--- src/asc_pkg.sv ---
// shared types, field layout and codes for the attribute set closure block
package asc_pkg;

  localparam int ATTR_COUNT_DEF = 32;
  localparam int RULE_SLOTS_DEF = 16;

  localparam int FIELD_W = 32;
  localparam int SLOT_W  = 4;
  localparam int RC_W    = 5;

  // s_tdata layout, lowest bit first
  localparam int SLOT_LSB  = 0;
  localparam int LHS_LSB   = SLOT_LSB + SLOT_W;
  localparam int RHS_LSB   = LHS_LSB + FIELD_W;
  localparam int START_LSB = RHS_LSB + FIELD_W;
  localparam int S_USED_W  = START_LSB + FIELD_W;
  localparam int S_TDATA_W = ((S_USED_W + 7) / 8) * 8;

  localparam logic MODE_LOAD  = 1'b0;
  localparam logic MODE_QUERY = 1'b1;

  typedef enum logic {
    ST_IDLE,
    ST_RUN
  } state_t;

  // commands from controller to datapath
  typedef struct packed {
    logic load_wr;
    logic start;
    logic step;
    logic capture;
  } ctl_t;

  // status from datapath to controller
  typedef struct packed {
    logic done;
    logic out_valid;
  } stat_t;

endpackage

--- src/asc_ctrl.sv ---
// controller state machine: sequences loads, closure passes and result capture
module asc_ctrl (
  input  logic          clk,
  input  logic          rst,
  input  logic          s_tvalid,
  output logic          s_tready,
  input  logic          s_tuser,
  input  logic          m_tready,
  input  asc_pkg::stat_t status,
  output asc_pkg::ctl_t  ctl
);

  asc_pkg::state_t state, state_next;
  logic s_accept;
  logic out_free;

  assign s_accept = s_tvalid && s_tready;
  assign out_free = !status.out_valid || m_tready;

  always_ff @(posedge clk) begin
    if (rst) begin
      state <= asc_pkg::ST_IDLE;
    end else begin
      state <= state_next;
    end
  end

  always_comb begin
    state_next = state;
    case (state)
      asc_pkg::ST_IDLE: begin
        if (s_accept && (s_tuser == asc_pkg::MODE_QUERY)) state_next = asc_pkg::ST_RUN;
      end
      asc_pkg::ST_RUN: begin
        if (status.done && out_free) state_next = asc_pkg::ST_IDLE;
      end
      default: state_next = asc_pkg::ST_IDLE;
    endcase
  end

  // idle always takes a request, so a valid request is an accepted one there
  always_comb begin
    s_tready    = 1'b0;
    ctl         = '0;
    case (state)
      asc_pkg::ST_IDLE: begin
        s_tready    = 1'b1;
        ctl.load_wr = s_tvalid && (s_tuser == asc_pkg::MODE_LOAD);
        ctl.start   = s_tvalid && (s_tuser == asc_pkg::MODE_QUERY);
      end
      asc_pkg::ST_RUN: begin
        ctl.step    = 1'b1;
        ctl.capture = status.done && out_free;
      end
      default: begin
        s_tready = 1'b0;
      end
    endcase
  end

endmodule

--- src/asc_datapath.sv ---
// datapath: rule table, working set with one parallel pass per cycle, result register
module asc_datapath #(
  parameter int ATTR_COUNT = asc_pkg::ATTR_COUNT_DEF,
  parameter int RULE_SLOTS = asc_pkg::RULE_SLOTS_DEF
) (
  input  logic                          clk,
  input  logic                          rst,
  input  logic                          cfg_valid,
  input  logic [asc_pkg::RC_W-1:0]      cfg_data,
  input  logic [asc_pkg::S_TDATA_W-1:0] s_tdata,
  input  logic                          m_tready,
  input  asc_pkg::ctl_t                 ctl,
  output asc_pkg::stat_t                status,
  output logic                          m_tvalid,
  output logic [asc_pkg::FIELD_W-1:0]   m_tdata
);

  localparam int SET_W = (ATTR_COUNT < asc_pkg::FIELD_W) ? ATTR_COUNT : asc_pkg::FIELD_W;
  localparam int IDX_W = (RULE_SLOTS > 1) ? $clog2(RULE_SLOTS) : 1;

  logic [asc_pkg::RC_W-1:0]   rule_count;
  logic [SET_W-1:0]           lhs_store [RULE_SLOTS];
  logic [SET_W-1:0]           rhs_store [RULE_SLOTS];
  logic [SET_W-1:0]           work;
  logic [SET_W-1:0]           gain;
  logic [SET_W-1:0]           work_next;
  logic [asc_pkg::FIELD_W-1:0] out_reg;
  logic                       out_valid;

  logic [asc_pkg::SLOT_W-1:0] rule_slot;
  logic [SET_W-1:0]           lhs_in;
  logic [SET_W-1:0]           rhs_in;
  logic [SET_W-1:0]           start_in;
  logic                       slot_ok;
  logic [IDX_W-1:0]           widx;

  // upper attribute bits are dropped here when ATTR_COUNT is narrow
  assign rule_slot = s_tdata[asc_pkg::SLOT_LSB +: asc_pkg::SLOT_W];
  assign lhs_in    = s_tdata[asc_pkg::LHS_LSB +: SET_W];
  assign rhs_in    = s_tdata[asc_pkg::RHS_LSB +: SET_W];
  assign start_in  = s_tdata[asc_pkg::START_LSB +: SET_W];
  assign slot_ok   = 32'(rule_slot) < 32'(RULE_SLOTS);
  assign widx      = IDX_W'(rule_slot);

  always_ff @(posedge clk) begin
    if (rst) begin
      rule_count <= '0;
    end else if (cfg_valid) begin
      rule_count <= cfg_data;
    end
  end

  always_ff @(posedge clk) begin
    if (ctl.load_wr && slot_ok) begin
      lhs_store[widx] <= lhs_in;
      rhs_store[widx] <= rhs_in;
    end
  end

  // one pass: every active rule whose left side is covered contributes its right side;
  // counts above the table size enable every slot
  always_comb begin
    gain = '0;
    for (int i = 0; i < RULE_SLOTS; i++) begin
      if ((int'(rule_count) > i) && ((lhs_store[i] & ~work) == '0)) begin
        gain = gain | rhs_store[i];
      end
    end
  end

  assign work_next   = work | gain;
  assign status.done = (work_next == work);

  always_ff @(posedge clk) begin
    if (rst) begin
      work <= '0;
    end else if (ctl.start) begin
      work <= start_in;
    end else if (ctl.step) begin
      work <= work_next;
    end
  end

  always_ff @(posedge clk) begin
    if (rst) begin
      out_valid <= 1'b0;
    end else if (ctl.capture) begin
      out_valid <= 1'b1;
    end else if (m_tready) begin
      out_valid <= 1'b0;
    end
  end

  always_ff @(posedge clk) begin
    if (ctl.capture) begin
      out_reg <= asc_pkg::FIELD_W'(work);
    end
  end

  assign status.out_valid = out_valid;
  assign m_tvalid         = out_valid;
  assign m_tdata          = out_reg;

  a_capture_at_fixpoint: assert property (@(posedge clk) disable iff (rst)
    ctl.capture |-> status.done)
    else $error("result captured before the set stopped growing");

  a_no_overwrite: assert property (@(posedge clk) disable iff (rst)
    ctl.capture |-> (!out_valid || m_tready))
    else $error("pending result overwritten");

  a_set_grows: assert property (@(posedge clk) disable iff (rst)
    (ctl.step && !ctl.start) |=> ((work & $past(work)) == $past(work)))
    else $error("working set lost an attribute during a pass");

endmodule

--- src/attribute_set_closure.sv ---
// top level: attribute set closure under a loaded table of functional dependencies
// a load request is written from idle and keeps the block idle; a query runs passes
//   after accept, first those that still add attributes (at most ATTR_COUNT), then
//   a last pass finding nothing new; each pass checks all rules at once
// the next request is taken the cycle after the result is captured, which waits while
//   a previous result is still pending; a result waits in its own register while loads go on
// rst (synchronous, active high) clears rule_count, the working set and the controller;
//   the rule table is not cleared and a slot must be loaded before a query uses it
module attribute_set_closure #(
  parameter int ATTR_COUNT = asc_pkg::ATTR_COUNT_DEF,
  parameter int RULE_SLOTS = asc_pkg::RULE_SLOTS_DEF
) (
  input  logic                          clk,
  input  logic                          rst,
  // configuration: rule_count
  input  logic                          cfg_valid,
  output logic                          cfg_ready,
  input  logic [asc_pkg::RC_W-1:0]      cfg_data,   // rule_count
  // request stream
  input  logic                          s_tvalid,
  output logic                          s_tready,
  input  logic [asc_pkg::S_TDATA_W-1:0] s_tdata,    // rule_slot, lhs_mask, rhs_mask, start_set
  input  logic                          s_tuser,    // mode
  // result stream
  output logic                          m_tvalid,
  input  logic                          m_tready,
  output logic [asc_pkg::FIELD_W-1:0]   m_tdata     // closure_set
);

  asc_pkg::ctl_t  ctl;
  asc_pkg::stat_t status;

  // register writes must come only while idle (the block does not enforce it), so the channel is always open
  assign cfg_ready = 1'b1;

  // controller: idle takes loads and queries, run steps passes until the fixpoint
  asc_ctrl u_ctrl (
    .clk      (clk),
    .rst      (rst),
    .s_tvalid (s_tvalid),
    .s_tready (s_tready),
    .s_tuser  (s_tuser),
    .m_tready (m_tready),
    .status   (status),
    .ctl      (ctl)
  );

  // datapath: rule table, working set and result register
  asc_datapath #(
    .ATTR_COUNT (ATTR_COUNT),
    .RULE_SLOTS (RULE_SLOTS)
  ) u_datapath (
    .clk       (clk),
    .rst       (rst),
    .cfg_valid (cfg_valid),
    .cfg_data  (cfg_data),
    .s_tdata   (s_tdata),
    .m_tready  (m_tready),
    .ctl       (ctl),
    .status    (status),
    .m_tvalid  (m_tvalid),
    .m_tdata   (m_tdata)
  );

endmodule

--- config.mk ---
export PLATFORM = sky130hd
export DESIGN_NAME = attribute_set_closure
export DESIGN_NICKNAME = d
export VERILOG_FILES = /design/src/asc_pkg.sv /design/src/asc_ctrl.sv /design/src/asc_datapath.sv /design/src/attribute_set_closure.sv
export SDC_FILE = /design/constraint.sdc
export NUM_CORES = 1
export LEC_CHECK = 0
export BUFFER_PORTS_ARGS = -buffer_cell sky130_fd_sc_hd__buf_2
export CORE_ASPECT_RATIO = 1.75
export CORE_MARGIN = 3
export CORE_UTILIZATION = 30
export DETAILED_ROUTE_END_ITERATION = 8
export SETUP_SLACK_MARGIN = 0.1
export SYNTH_ARGS = -nofsm -noshare
export SYNTH_HDL_FRONTEND = slang
export SYNTH_SLANG_ARGS = --single-unit
--- constraint.sdc ---
create_clock -name clk -period 9 [get_ports clk]
set_clock_uncertainty 0.15 [all_clocks]
set_input_delay 1.8 -clock clk [delete_from_list [all_inputs] [get_ports clk]]
set_output_delay 1.8 -clock clk [all_outputs]
set_load 0.02 [all_outputs]
==> flow_summary_export.csv <==
group,metric,value,unit
run_status,status,"finished clean",
clock_network,clockBufferDepth,3,
logic_synthesis,async_flop_share,0,
logic_synthesis,yosysWarnings,0,
sta,layout_setup_ws,2.39,ns
clock_network,cts_sinks,1095,
logic_synthesis,synth_nets,2668,
setup_path,rr_worst_depth,12,
setup_path,rrSetupSlack,2.39,ns
clock_network,clkTransAtPathRegs,0.07,ns
setup_path,cp.depth,12,
logic_synthesis,ys_types,88,
logic_synthesis,syn_avg_cell_area,16.6,um2
worst_hold_path,hp-class,"flip-flop to flip-flop",
logic_synthesis,synthCells,2553,
logic_synthesis,yosysSeqAreaShare,0.767,
floorplanning,start_util,0.303,
sta,fin_crit,6.61,ns
setup_path,path_class,"flip-flop to flip-flop",
sta,setup_viol,0,
drt,wl_per_cell,34.6,um
finish,post-route-util,0.352,
drt,ant_nets,0,
setup_path,start_kind,"flip-flop",
placement,dpl_worst_slack,2.96,ns
global_routing,grt_max_degree,57,
logic_synthesis,synth_area_leader_cell,"edfxtp_1",
floorplanning,num_io_pins,150,
setup_path,crit_chain,"buf_4, inv_2, a22oi_1, nand4_1, nor3b_4, buf_4, a32o_1, a2111oi_0, nand4_1, a211oi_1, o2111a_1, and4b_4",
placement,dp.cells,4532,
drt,via_count,27300,
clock_network,ctsHoldBuffers,0,
finish,drive_gt1_frac,0.173,
sta,fmax,0.151,GHz
finish,final_cells,4721,
setup_path,crit_path_end_kind,"flip-flop",
clock_network,clk_latency,0.72,ns
logic_synthesis,netlist.area_leader.share,0.748,
global_routing,grt_pass1_vias,25800,
floorplanning,dieHeight,503,um
global_routing,grt_antenna_before_repair,29,
logic_synthesis,synth_area_leaders,"edfxtp_1 75%, nor2b_1 4.6%, a22oi_1 2.0%, dfxtp_1 1.8%, a2111oi_0 1.5%",
clock_network,htree_levels,3,
setup_path,critPathSlowestCell,"a2111oi_0",
drt,firstDrtPassIters,6,
pwr,cellLeakagePower,15.7,nW
drt,drt-total-wl,163,mm
finish,multi_input_area,0.00937,mm2
global_routing,grt_overflow_total,0,
finish,syn2layout_area_growth,16.0,%
floorplanning,dieArea,0.146,mm2
setup_path,crit_buf_inv,3,
clock_network,cts_root_buf,"clkbuf_16",
pwr,power_density,208,mW/mm2
logic_synthesis,synth_edf_count,1056,
finish,seqCellArea,0.0325,mm2
placement,port_buffers,144,
sta,relSlewSlack,0.115,
drt,drcViolationCount,0,
finish,nNetsFinal,2912,
clock_network,numCtsBuffers,92,
pwr,total_power,10.2,mW
setup_path,worst_path_largest_cell_delay,1.08,ns
pwr,peakVddDrop,0.140,mV
global_routing,grtUsageTotal,0.218,
clock_network,ctsResizeCount,0,
global_routing,grt_pass1_wl,219,mm
drt,routed_via_density,5.77,
logic_synthesis,synth-main-ff-cell,"edfxtp_1",
finish,nFillCells,13100,
worst_hold_path,min_path_cells,0,
floorplanning,row_count,181,
setup_path,crit_fanout,34,
clock_network,cts_setup_buffers,0,
drt,drtIter0Drc,3705,
floorplanning,coreArea,0.140,mm2
setup_path,arrival,6.78,ns
floorplanning,die_width,290,um
sta,final.setup.tns,0,ns
sta,finalHoldViolations,0,
logic_synthesis,syn_area,0.0424,mm2
logic_synthesis,synth-seq-cells,1095,
sta,post-route-period-util,0.734,
setup_path,required,9.17,ns
placement,dp_hpwl,105,mm
setup_path,cpLargestDelayFamily,"compound AO/OA/AOI/OAI gates",
sta,rsz0062_at_grt,"no",
run,maxCapViolations,0,
sta,worstMarginPinSlew,1.32,ns
placement,gp_congestion,0.924,
sta,drv_slew,0,
clock_network,cts_tree,"done",
final cells by class:
cell class                      count  share of cell area
Sequential cell                  1095               0.661
Multi-Input combinational cell   1293               0.191
Clock buffer                      111              0.0493
Tap cell                         1830              0.0466
Timing Repair Buffer              260              0.0323
Clock inverter                     57              0.0146
Inverter                           55             0.00420
Antenna cell                       20             0.00102
cells by family after synthesis:
family / Yosys count / synth area share
AOI/OAI and AO/OA: 500 / 0.101
buffers and inverters: 165 / 0.0175
DFF: 1095 / 0.767
muxes: 15 / 0.00354
other: 1 / 0.0000885
and+or+nand+nor: 777 / 0.111
worst register-to-register path: cells and delay by family (launching register included):
family / cells / cell delay [ns]
AO/OA/AOI/OAI: 5 / 2.42
buffers and inverters: 3 / 0.99
flip-flops: 1 / 0.62
AND/OR/NAND/NOR: 4 / 1.95
metal layers:
| layer | share of wire | up-vias | track usage |
|---|---|---|---|
| met5 | 0.00068 | - | 0.000659 |
| met4 | 0.084 | 16 | 0.162 |
| met3 | 0.096 | 550 | 0.0538 |
| met2 | 0.48 | 1940 | 0.365 |
| met1 | 0.34 | 13900 | 0.239 |
| li1 | - | 10800 | - |
state kept, by name (all words and copies together), names as in the netlist:
register,cells
u_datapath.work,32
u_datapath.m_tdata,32
u_datapath.rule_count,5
u_datapath.m_tvalid,1
u_ctrl.state,1
u_datapath.rhs_store,512
u_datapath.lhs_store,512
final timing paths:
| path | start | endpoint |
|---|---|---|
| worst max-delay path | u_datapath.work[14] | u_datapath.m_tdata[4] |
| worst min-delay path | u_datapath.work[10] | u_datapath.m_tdata[10] |
| worst max register to register | u_datapath.work[14] | u_datapath.m_tdata[4] |
| worst min register to register | u_datapath.work[10] | u_datapath.m_tdata[10] |
cell usage in the layout (no fill, tap or decap), types with 26 or more instances in the layout:
cell,netlist,final
nand3_1,108,107
and3_1,34,33
dfxtp_1,39,39
a22oi_1,112,112
a2111o_1,28,28
clkbuf_16,0,93
nand2_1,70,70
a2111oi_0,72,63
nor2_1,61,43
a221oi_1,54,54
a22o_1,66,66
and2_1,26,26
buf_4,10,115
a32oi_1,29,29
inv_1,36,36
edfxtp_1,1056,1056
buf_2,43,144
nor2b_1,312,312
nand4_1,45,45
cell usage after synthesis, drive strengths merged, types with 29 or more instances:
cell,instances
a22o,66
a22oi,112
nand3,108
nor2,61
buf,60
nor2b,312
a221oi,54
a2111oi,82
clkbuf,50
inv,54
edfxtp,1056
dfxtp,39
nand4,46
nor3,29
a32oi,29
nand2,71
and3,35
where the power goes:
part / internal [mW] / switching [mW] / leakage (nW)
Sequential: 5.63 / 0.0228 / 9.86
Combinational: 0.0641 / 0.293 / 4.33
Clock: 2.34 / 1.88 / 1.54
Total: 8.03 / 2.20 / 15.7
stage by stage:
step	hold WS [ns]	area, um2
2_1_floorplan	0.253	42400
6_report	0.289	49100
5_1_grt	0.294	49100
4_1_cts	0.288	49100
3_5_place_dp	0.268	45900
3_3_place_gp	0.268	45900
(Power assumes the default switching activity.)
